**config.mk**
```make
export PLATFORM = sky130hd
export DESIGN_NAME = dpht_ctrl
export DESIGN_NICKNAME = d
export VERILOG_FILES = /design/src/sv/dpht_pkg.sv /design/src/sv/dpht_ctrl.sv
export SDC_FILE = /design/constraint.sdc
export NUM_CORES = 1
export LEC_CHECK = 0
export ABC_AREA = 0
export BUFFER_PORTS_ARGS = -buffer_cell sky130_fd_sc_hd__buf_2
export CAP_MARGIN = 20
export CORE_AREA = 2 2 39 41
export DETAILED_ROUTE_END_ITERATION = 10
export DIE_AREA = 0 0 41 43
export MAX_ROUTING_LAYER = met4
export PLACE_DENSITY = 0.3
export REMOVE_ABC_BUFFERS = 1
export SYNTH_ARGS = -nofsm -noshare
export SYNTH_HDL_FRONTEND = slang
export SYNTH_SLANG_ARGS = --single-unit
```
**constraint.sdc**
```tcl
create_clock -name clk_i -period 1.95 [get_ports clk_i]
set_clock_uncertainty 0.05 [all_clocks]
set_input_delay 0.0975 -clock clk_i [delete_from_list [all_inputs] [get_ports clk_i]]
set_output_delay 0.0975 -clock clk_i [all_outputs]
set_load 0.02 [all_outputs]
```
**src/sv/dpht_pkg.sv**
```systemverilog
`default_nettype none

package dpht_pkg;

  typedef logic        [63:0] dpht_key_t;
  typedef logic signed [15:0] dpht_score_t;
  typedef logic        [7:0]  dpht_depth_t;
  typedef logic        [47:0] dpht_nodes_t;

  typedef enum logic {
    OP_STORE = 1'b0,
    OP_PROBE = 1'b1
  } dpht_op_e;

  // One table slot as held in the RAM. A cleared slot is all zero.
  typedef struct packed {
    logic        valid;
    dpht_key_t   key;
    dpht_score_t score;
    dpht_depth_t depth;
    dpht_nodes_t nodes;
  } dpht_entry_t;

  typedef enum logic [1:0] {
    ST_CLEAR,
    ST_IDLE,
    ST_LOOKUP
  } dpht_state_e;

  // Controller to datapath
  typedef struct packed {
    logic clr_step;  // zero the slot at the sweep pointer, advance it
    logic accept;    // capture request, launch slot read
    logic commit;    // update slot, load response register
  } dpht_cmd_t;

  // Datapath to controller
  typedef struct packed {
    logic clr_done;  // sweep pointer is on the last slot
    logic out_free;  // response register can take a new response
  } dpht_sts_t;

endpackage

`default_nettype wire

```
**src/sv/dpht_ctrl.sv**
```systemverilog
`default_nettype none

module dpht_ctrl
  import dpht_pkg::*;
(
  input  wire logic      clk_i,
  input  wire logic      rst_ni,
  input  wire logic      in_valid_i,
  output logic           in_ready_o,
  input  wire dpht_sts_t sts_i,
  output dpht_cmd_t      cmd_o
);

  dpht_state_e state_q, state_d;

  always_ff @(posedge clk_i or negedge rst_ni) begin
    if (!rst_ni) begin
      state_q <= ST_CLEAR;
    end else begin
      state_q <= state_d;
    end
  end

  always_comb begin
    state_d    = state_q;
    cmd_o      = '0;
    in_ready_o = 1'b0;
    case (state_q)
      ST_CLEAR: begin
        cmd_o.clr_step = 1'b1;
        if (sts_i.clr_done) begin
          state_d = ST_IDLE;
        end
      end
      ST_IDLE: begin
        in_ready_o = 1'b1;
        if (in_valid_i) begin
          cmd_o.accept = 1'b1;
          state_d      = ST_LOOKUP;
        end
      end
      ST_LOOKUP: begin
        // wait here while the previous response is still unclaimed
        if (sts_i.out_free) begin
          cmd_o.commit = 1'b1;
          state_d      = ST_IDLE;
        end
      end
      default: begin
        state_d = ST_CLEAR;
      end
    endcase
  end

endmodule

`default_nettype wire

```
==> results of run 1 <==
==> worst max-delay path: cells and delay by family (launching register included) <==
family                 cells  cell delay [ns]
flip-flops                 1             0.42
buffers and inverters      1             0.16
AND/OR/NAND/NOR            1             0.25
==> cells by family after synthesis <==
logic type             synth area share (%)
and+or+nand+nor                       36.96
buffers and inverters                 3.258
AOI/OAI and AO/OA                     7.610
DFF                                   43.48
muxes                                 8.696
==> per-stage QoR <==
step / power [mW] / area, um^2
finish: 0.3243 / 207.7
global route: 0.3581 / 207.7
CTS: 0.3336 / 207.7
detailed placement: 0.2341 / 175.2
global placement: 0.2320 / 175.2
floorplan: 0.1843 / 115.1
==> power by group through the flow <==
| stage | clock network (mW) | logic, mW | registers, mW |
|---|---|---|---|
| 4_1_cts | 0.0976 | 0.146 | 0.0902 |
| 2_1_floorplan | 0 | 0.102 | 0.0827 |
| 6_report | 0.0904 | 0.144 | 0.0901 |
| 3_3_place_gp | 0 | 0.144 | 0.0881 |
| 3_5_place_dp | 0 | 0.143 | 0.0907 |
| 5_1_grt | 0.104 | 0.157 | 0.0966 |
==> worst max path at each step <==
stage / startpoint / to / slack, ns
4_1_cts: state_q[1] / cmd_o[1] / 0.74
3_3_place_gp: state_q[1] / state_q[1] / 0.95
5_1_grt: state_q[1] / cmd_o[1] / 0.68
6_report: state_q[1] / cmd_o[1] / 0.75
3_5_place_dp: state_q[0] / state_q[1] / 0.93
2_1_floorplan: state_q[0] / state_q[1] / 0.89
==> area by class of cell <==
class	count	share of cell area, %
Clock buffer	3	10.84
Inverter	1	1.807
Multi-Input combinational cell	9	29.52
Sequential cell	2	24.10
Tap cell	16	9.639
Timing Repair Buffer	9	24.10
==> cell usage in the layout (no fill, tap or decap) <==
cell / n
nor2_1: 2
dfrtp_1: 2
or2_1: 1
nor3b_1: 1
buf_2: 8
inv_1: 1
o2bb2ai_1: 1
clkbuf_4: 3
and2b_2: 1
nand2_1: 1
dlygate4sd3_1: 1
and3b_1: 1
mux2i_1: 1
==> metal layers <==
metal  wire (um)  vias to the layer above
li1            -                       66
met5           0                        -
met2          99                        9
met3          54                        0
met4           0                        0
met1         138                       51
==> repair_timing <==
| item | in CTS | in global routing |
|---|---|---|
| hold buffers | 1 | 0 |
| hold endpoints to repair | 2 | 0 |
| resized for setup | 0 | 0 |
==> results.md, run 1 <==
• **Post-CTS Setup Bufs** 0
• **number of inserted diodes** 0
• **number of cell rows** 14
• **post-placement setup slack** 0.9314 ns
• **share of Yosys cell area claimed by the top area cell type** 43.48%
• **proportion of power drawn by the clock network** 27.9%
• **wire length after detailed routing** 292 um
• **insertion delay of the later-clocked pin in the worst-skew pair** 0.22 ns
• **final critical-path required period** 1.196 ns
• **LEAKAGE** 0.1100 nW
• **number of fill cells in the layout** 159
• **startpoint of the worst-slack reg-to-reg timing path** state_q[0]
• **antenna violations before repair** 0
• **Cell Chain, Critical Path** and3b_1, buf_2
• **Pwr per Cell Area** 1562 nW/um^2
• **Hold/Removal Path Class** input pin to flip-flop
• **length of the first detailed-routing pass in iterations** 2
• **global-route usage over all layers** 5.046%
• **proportion of register bits with asynchronous set or reset after synthesis** 100.0%
• **cell internal power dissipation** 0.1936 mW
• **met2 layer usage reported by global route** 3.438%
• **Final Util** 15.01%
• **class of the most critical setup path** flip-flop to output port
• **CP max stage delay** 0.42 ns
• **arrival time reported for the critical path endpoint** 1.05 ns
• **reported net switching power** 0.1307 mW
• **count of yosys warnings during synthesis** 0
• **y dimension of the die** 43 um
• **combined area of the multi-input logic cells** 61.31 um^2
• **met3 Track Usage GR** 4.712%
• **share of cells above drive strength 1** 50.00%
• **run status** complete, no violations
• **mapped cell area** 115.1 um^2
• **initial standard-cell utilization of the core** 8.318%
• **number of top-level pins** 9
• **upper clock frequency limit** 835.8 MHz
• **overall via count from detail_route** 126
• **aggregate negative setup slack** 0 ns
• **worst hold margin** 0.09606 ns
• **synthesized flop and latch total** 2
• **kind of end point of the critical path** output port
• **Synth-to-Final Area Change** 80.44%
• **most instantiated cells after synthesis** dfrtp_1, nor2_1
• **synthesized netlist cell count** 12
• **cell depth of the worst min-delay path** 3
• **setup repair after global routing missed its margin** no
• **required time worst endpoint** 1.80 ns
• **final weighted congestion in routability-driven placement** 0.6052
• **worst r2r path cells** 2
• **master cell of the clock root buffer** clkbuf_4
• **unique cell type count in the Yosys netlist** 10
• **Avg Inst Size Synth** 9.593 um^2
• **iteration-0 DRC count of the detailed router** 2
• **average routed wire per standard cell** 7.300 um
• **worst supply voltage drop on vdd** 488.4 uV
• **proportion of synthesized chip area in sequential cells** 43.48%
• **sinks on the clock net** 2
• **number of endpoints failing setup at the final stage** 0
• **vias in the first global route** 103
• **number of hold violations in the final report** 0
• **routed via count divided by cell count** 3.150
• **CTS buffer count** 3
• **cell count after placement** 36
• **Post-Layout Cell Count** 40
• **fin. max-slew vios** 0
• **EDFF count, synth** 0
• **Std-Cell Core Area** 1384 um^2
• **slew at the pin with the worst max-slew slack** 0.1778 ns
• **port bufs** 8
• **CP max FO** 6
• **width of the die** 41 um
• **total overflow reported by the global router** 0
• **H-tree depth** 1
• **pin count of the biggest net entering global routing** 7
• **cell type with the largest total area after synthesis** dfrtp_1
• **layer with the highest usage after global routing** met4
• **CTS tree** yes
• **met1 Use GR** 5.484%
• **wire length of the first global-routing pass** 469 um
• **Post-DRT Antenna Nets** 0
• **Bufs on Longest Clock Path** 2
• **leading registers by flop count** state_q: 2 flops
• **nature of the critical path startpoint** flip-flop
• **commonest register cell after synthesis** dfrtp_1
• **max capacitance violation total** 0
• **part of the power in combinational logic** 44.3%
• **Final Cycle Share** 61.36%
• **capturing point of the worst reg2reg path** state_q[1]
• **DRC** 0
• **Die Outline Area** 1763 um^2
• **Relative slew margins** 88.14%
• **cell type of the slowest stage on the worst timing path** dfrtp_1
• **hold_sp** in_valid_i
• **Seq pwr share** 27.8%
• **switching share of power** 40.30%
• **Largest register FFs** 2
• **register name with the most flops** state_q
• **Final nets** 31
• **smallest setup slack after layout** 0.7535 ns
• **Sequential cell area** 50.05 um^2
• **worst reg2reg setup slack** 0.93 ns
• **largest cells by area after synthesis** dfrtp_1, mux2i_1, and2b_2, and3b_1, o2bb2ai_1
• **clock transition at the registers of the reported paths** 0.03 ns
• **Min-Delay Endpoint** state_q[0]
(Power assumes the default switching activity.)
==> run 2: changes to the inputs <==
==> constraint.sdc (replaced) <==
create_clock -name clk_i -period 1.07 [get_ports clk_i]
set_clock_uncertainty 0.05 [all_clocks]
set_input_delay 0.0535 -clock clk_i [delete_from_list [all_inputs] [get_ports clk_i]]
set_output_delay 0.0535 -clock clk_i [all_outputs]
set_load 0.02 [all_outputs]
==> run 2 against run 1 <==
  * Final cell count is 5.0% higher
  * First-iteration DRC count is 100% lower
  * Power is 120% higher
  * Combinational power grew to 2.7 times the previous value
  * The run now ends with setup timing left
  * Utilization is 2.5 points higher
  * Sequential power is 83% higher
  * Critical path type unchanged
==> results.md, run 2 (synthesized netlist as in run 1, its figures left out) <==
• **run status** finished with violations
• **failing checks** setup timing
• **number of top-level pins** 9
• **worst r2r path cells** 3
• **max capacitance violation total** 0
• **Pwr per Cell Area** 2974 nW/um^2
• **final weighted congestion in routability-driven placement** 0.5921
• **CTS tree** yes
• **smallest setup slack after layout** -0.04942 ns
• **leading registers by flop count** state_q: 2 flops
• **port bufs** 8
• **worst supply voltage drop on vdd** 825.8 uV
• **number of inserted diodes** 0
• **switching share of power** 36.44%
• **setup repair after global routing missed its margin** yes
• **master cell of the clock root buffer** clkbuf_4
• **part of the power in combinational logic** 54.0%
• **worst hold margin** 0.04737 ns
• **slew at the pin with the worst max-slew slack** 0.1576 ns
• **Seq pwr share** 22.9%
• **overall via count from detail_route** 133
• **initial standard-cell utilization of the core** 8.318%
• **y dimension of the die** 43 um
• **width of the die** 41 um
• **pin count of the biggest net entering global routing** 7
• **critical path's top delay family** flip-flops
• **wire length of the first global-routing pass** 579 um
• **length of the first detailed-routing pass in iterations** 1
• **commonest cells after routing, fill and taps aside** buf_2, buf_4, clkbuf_4
• **Final Cycle Share** 104.6%
• **sinks on the clock net** 2
• **vias in the first global route** 143
• **kind of end point of the critical path** output port
• **cell internal power dissipation** 0.4588 mW
• **Hold/Removal Path Class** input pin to flip-flop
• **fin. max-slew vios** 0
• **Cell Chain, Critical Path** and3b_2, buf_6
• **CP max stage delay** 0.41 ns
• **antenna violations before repair** 0
• **cell depth of the worst min-delay path** 3
• **number of cell rows** 14
• **number of endpoints failing setup at the final stage** 2
• **number of buffers and inverters on the critical path** 1
• **H-tree depth** 1
• **CTS buffer count** 3
• **number of hold violations in the final report** 0
• **global-route usage over all layers** 5.658%
• **Std-Cell Core Area** 1384 um^2
• **Post-DRT Antenna Nets** 0
• **Relative slew margins** 89.19%
• **upper clock frequency limit** 893.3 MHz
• **average routed wire per standard cell** 8.286 um
• **Final nets** 33
• **Die Outline Area** 1763 um^2
• **DRC** 0
• **post-layout power** 0.7218 mW
• **proportion of power drawn by the clock network** 23.2%
• **cell type of the slowest stage on the worst timing path** dfrtp_1
• **critical path depth** 2
• **routed via count divided by cell count** 3.167
• **final critical-path required period** 1.119 ns
• **wire length after detailed routing** 348 um
• **insertion delay of the later-clocked pin in the worst-skew pair** 0.22 ns
• **iteration-0 DRC count of the detailed router** 0
• **register name with the most flops** state_q
• **Synth-to-Final Area Change** 110.9%
• **required time worst endpoint** 0.97 ns
• **LEAKAGE** 0.1213 nW
• **clock transition at the registers of the reported paths** 0.03 ns
• **share of cells above drive strength 1** 61.54%
• **CP max FO** 6
• **nature of the critical path startpoint** flip-flop
• **class of the most critical setup path** flip-flop to output port
• **arrival time reported for the critical path endpoint** 1.02 ns
• **Largest register FFs** 2
• **total overflow reported by the global router** 0
• **Bufs on Longest Clock Path** 2
• **reported net switching power** 0.2630 mW
[run 2: changes by cell type in the layout (fill, tap and decap cells not counted)]
| cell | change |
|---|---|
| and3b_1 | -1 |
| and3b_2 | +1 |
| buf_2 | -4 |
| buf_4 | +4 |
| buf_6 | +2 |
| dfrtp_1 | -1 |
| dfrtp_2 | +1 |
[run 2: power by group through the flow]
stage                     logic (mW)  registers (mW)  clock network (mW)
after floorplan                0.185           0.151                   0
after global placement         0.262           0.161                   0
after detailed placement       0.264           0.165                   0
after CTS                      0.369           0.160               0.181
after global routing           0.429           0.178               0.181
final                          0.389           0.165               0.167
[run 2: repair_timing]
action / 4_1_cts / 5_1_grt
hold endpoints to repair: 2 / 0
setup endpoints to repair: 2 / 6
pin swaps: 0 / 1
hold buffers: 1 / 0
setup buffers: 2 / 0
gates resized for setup: 4 / 4
[run 2: metal layers]
layer	track usage, %	wire [um]	up-vias
met5	-	0	-
li1	-	-	69
met3	3.141	47	0
met4	6.000	0	0
met2	5.938	119	9
met1	6.752	181	55
[run 2: final cells by class]
| class | instances | area, um^2 |
|---|---|---|
| clock buffer | 3 | 22.52 |
| fill | 152 | 1141 |
| inverter | 1 | 3.754 |
| multi-input combinational | 9 | 62.56 |
| sequential | 2 | 51.30 |
| tap | 16 | 20.02 |
| timing repair buffer | 11 | 82.58 |
[run 2: path summary, 6_finish.rpt]
path                            slack (ns)       start         end
worst max-delay path                 -0.05  state_q[1]    cmd_o[1]
worst max register to register        0.01  state_q[1]  state_q[0]
min in group asynchronous             0.09      rst_ni  state_q[0]
worst min register to register        0.46  state_q[0]  state_q[0]
worst min-delay path                  0.05  in_valid_i  state_q[0]
max in group asynchronous             0.77      rst_ni  state_q[0]
[run 2: worst reg2reg max path: stages (launching register included)]
cell and delay [ns]:
dfrtp_1 0.40, and2b_2 0.26, buf_4 0.13, o2bb2ai_1 0.11
[run 2: through the flow]
step / utilization (%) / area [um^2] / TNS [ns] / setup slack, ns / std cells
finish: 17.54 / 242.7 / -0.08893 / -0.04942 / 42
global route: 17.54 / 242.7 / -0.3271 / -0.1046 / 42
CTS: 17.00 / 235.2 / -0.1142 / -0.06547 / 42
detailed placement: 12.66 / 175.2 / 0 / 0.06211 / 36
global placement: 12.66 / 175.2 / 0 / 0.08116 / 36
floorplan: - / 115.1 / 0 / 0.005508 / 12
==> run 3: changes to the inputs <==
--- a/config.mk
+++ b/config.mk
@@ -11,8 +11,10 @@
 export CORE_AREA = 2 2 39 41
 export DETAILED_ROUTE_END_ITERATION = 10
 export DIE_AREA = 0 0 41 43
+export HOLD_SLACK_MARGIN = 0.15
 export MAX_ROUTING_LAYER = met4
 export PLACE_DENSITY = 0.3
+export RECOVER_POWER = 50
 export REMOVE_ABC_BUFFERS = 1
 export SYNTH_ARGS = -nofsm -noshare
 export SYNTH_HDL_FRONTEND = slang
==> run 3 against run 2 <==
  * The run still ends with setup timing left
  * Sequential power about the same
  * Global-route usage increased by 0.41 points
  * Critical path depth unchanged
  * Die area unchanged
  * Combinational power increased by 3%
  * Wire length increased by 11%
  * Hold slack improved by 0.12 ns
  * Fmax decreased by 0.24%
  * Via count increased by 17%
  * Largest cell class unchanged
==> results.md, run 3 (synthesized netlist as in run 1, its figures left out) <==
• **run status** finished with violations
• **failing checks** setup timing
• **cell count after placement** 36
• **Bufs on Longest Clock Path** 2
• **vias in the first global route** 157
• **leading registers by flop count** state_q: 2 flops
• **master cell of the clock root buffer** clkbuf_4
• **CTS buffer count** 3
• **wire length after detailed routing** 386 um
• **number of hold violations in the final report** 0
• **total overflow reported by the global router** 0
• **length of the first detailed-routing pass in iterations** 1
• **Largest register FFs** 2
• **Post-DRT Antenna Nets** 0
• **number of cell rows** 14
• **Synth-to-Final Area Change** 145.7%
• **pin count of the biggest net entering global routing** 7
• **LEAKAGE** 0.1380 nW
• **overall via count from detail_route** 156
• **combined area of the multi-input logic cells** 62.56 um^2
• **Seq pwr share** 22.6%
• **upper clock frequency limit** 891.2 MHz
• **proportion of power drawn by the clock network** 22.8%
• **initial standard-cell utilization of the core** 8.318%
• **max capacitance violation total** 0
• **final weighted congestion in routability-driven placement** 0.5921
• **number of fill cells in the layout** 155
• **clock transition at the registers of the reported paths** 0.03 ns
• **average routed wire per standard cell** 8.391 um
• **insertion delay of the later-clocked pin in the worst-skew pair** 0.22 ns
• **switching share of power** 36.25%
• **number of inserted diodes** 0
• **H-tree depth** 1
• **nature of the critical path startpoint** flip-flop
• **cell depth of the worst min-delay path** 3
• **Relative slew margins** 90.01%
• **smallest setup slack after layout** -0.05209 ns
• **number of top-level pins** 9
• **final critical-path required period** 1.122 ns
• **reported net switching power** 0.2663 mW
• **routed via count divided by cell count** 3.391
• **register name with the most flops** state_q
• **iteration-0 DRC count of the detailed router** 0
• **share of cells above drive strength 1** 53.33%
• **Sequential cell area** 51.30 um^2
• **Final nets** 37
• **Final Cycle Share** 104.9%
• **wire length of the first global-routing pass** 627 um
• **part of the power in combinational logic** 54.6%
• **commonest cells after routing, fill and taps aside** dlygate4sd3_1, buf_2, buf_4
• **kind of end point of the critical path** output port
• **y dimension of the die** 43 um
• **cell internal power dissipation** 0.4683 mW
• **Hold/Removal Path Class** input pin to flip-flop
• **CTS tree** yes
• **global-route usage over all layers** 6.070%
• **Post-Layout Cell Count** 46
• **width of the die** 41 um
• **post-layout power** 0.7347 mW
• **arrival time reported for the critical path endpoint** 1.02 ns
• **worst supply voltage drop on vdd** 748.0 uV
• **antenna violations before repair** 0
• **DRC** 0
• **class of the most critical setup path** flip-flop to output port
• **most common cell after layout, fill and taps aside** dlygate4sd3_1
• **setup repair after global routing missed its margin** yes
• **Pwr per Cell Area** 2598 nW/um^2
• **slew at the pin with the worst max-slew slack** 0.1457 ns
• **Std-Cell Core Area** 1384 um^2
• **sinks on the clock net** 2
• **post-placement setup slack** 0.06211 ns
• **CP max FO** 6
• **number of endpoints failing setup at the final stage** 2
• **port bufs** 8
• **required time worst endpoint** 0.97 ns
• **Die Outline Area** 1763 um^2
• **fin. max-slew vios** 0
• **worst r2r path cells** 3
==> run 3: changes by cell type in the layout (fill, tap and decap cells not counted) <==
cell           change
dlygate4sd3_1      +4
==> run 3: path summary, 6_finish.rpt <==
kind | startpoint | to | slack, ns
hold / removal | sts_i[0] | state_q[1] | 0.17
max in group asynchronous | rst_ni | state_q[0] | 0.21
setup / recovery | state_q[1] | cmd_o[1] | -0.05
hold reg to reg | state_q[0] | state_q[0] | 0.46
min in group asynchronous | rst_ni | state_q[0] | 0.63
setup reg to reg | state_q[1] | state_q[0] | 0.01
==> run 3: area by class of cell <==
type                       count  area share (%)
timing repair buffer          15           43.36
tap                           16           7.080
clock buffer                   3           7.965
sequential                     2           18.14
multi-input combinational      9           22.12
inverter                       1           1.327
==> run 3: stage by stage <==
stage / utilization (%) / setup TNS (ns) / area, um^2 / hold WS, ns
6_report: 20.43 / -0.09444 / 282.8 / 0.1708
5_1_grt: 20.43 / -0.3151 / 282.8 / 0.1897
4_1_cts: 19.89 / -0.1142 / 275.3 / 0.1556
3_5_place_dp: 12.66 / 0 / 175.2 / -0.2097
3_3_place_gp: 12.66 / 0 / 175.2 / -0.2107
2_1_floorplan: - / 0 / 115.1 / -0.2921
==> run 3: power by group through the flow <==
| stage | Sequential (mW) | Combinational, mW | Clock [mW] |
|---|---|---|---|
| 3_5_place_dp | 0.165 | 0.264 | 0 |
| 2_1_floorplan | 0.151 | 0.185 | 0 |
| 6_report | 0.166 | 0.401 | 0.168 |
| 4_1_cts | 0.160 | 0.380 | 0.181 |
| 3_3_place_gp | 0.161 | 0.262 | 0 |
| 5_1_grt | 0.178 | 0.441 | 0.185 |
==> run 3: per-layer routing <==
metal  GRT usage [%]  up-vias  wire, um  part of all wire (%)
met3           3.141        0        44                    11
met4           6.000        0         0                     0
met1           6.752       70       183                    47
met5               -        -         0                     0
met2           7.187        9       158                    41
li1                -       77         -                     -
==> run 3: repair_timing <==
item | 4_1_cts | 5_1_grt
pin swaps | 0 | 1
setup buffers | 2 | 0
resized for setup | 4 | 4
hold buffers | 5 | 0
setup endpoints to repair | 2 | 6
hold endpoints to repair | 3 | 0
==> run 3: worst max-delay path, cell delays in order (launching register included) <==
cell and delay, ns:
dfrtp_1 0.41, and3b_2 0.27, buf_6 0.12
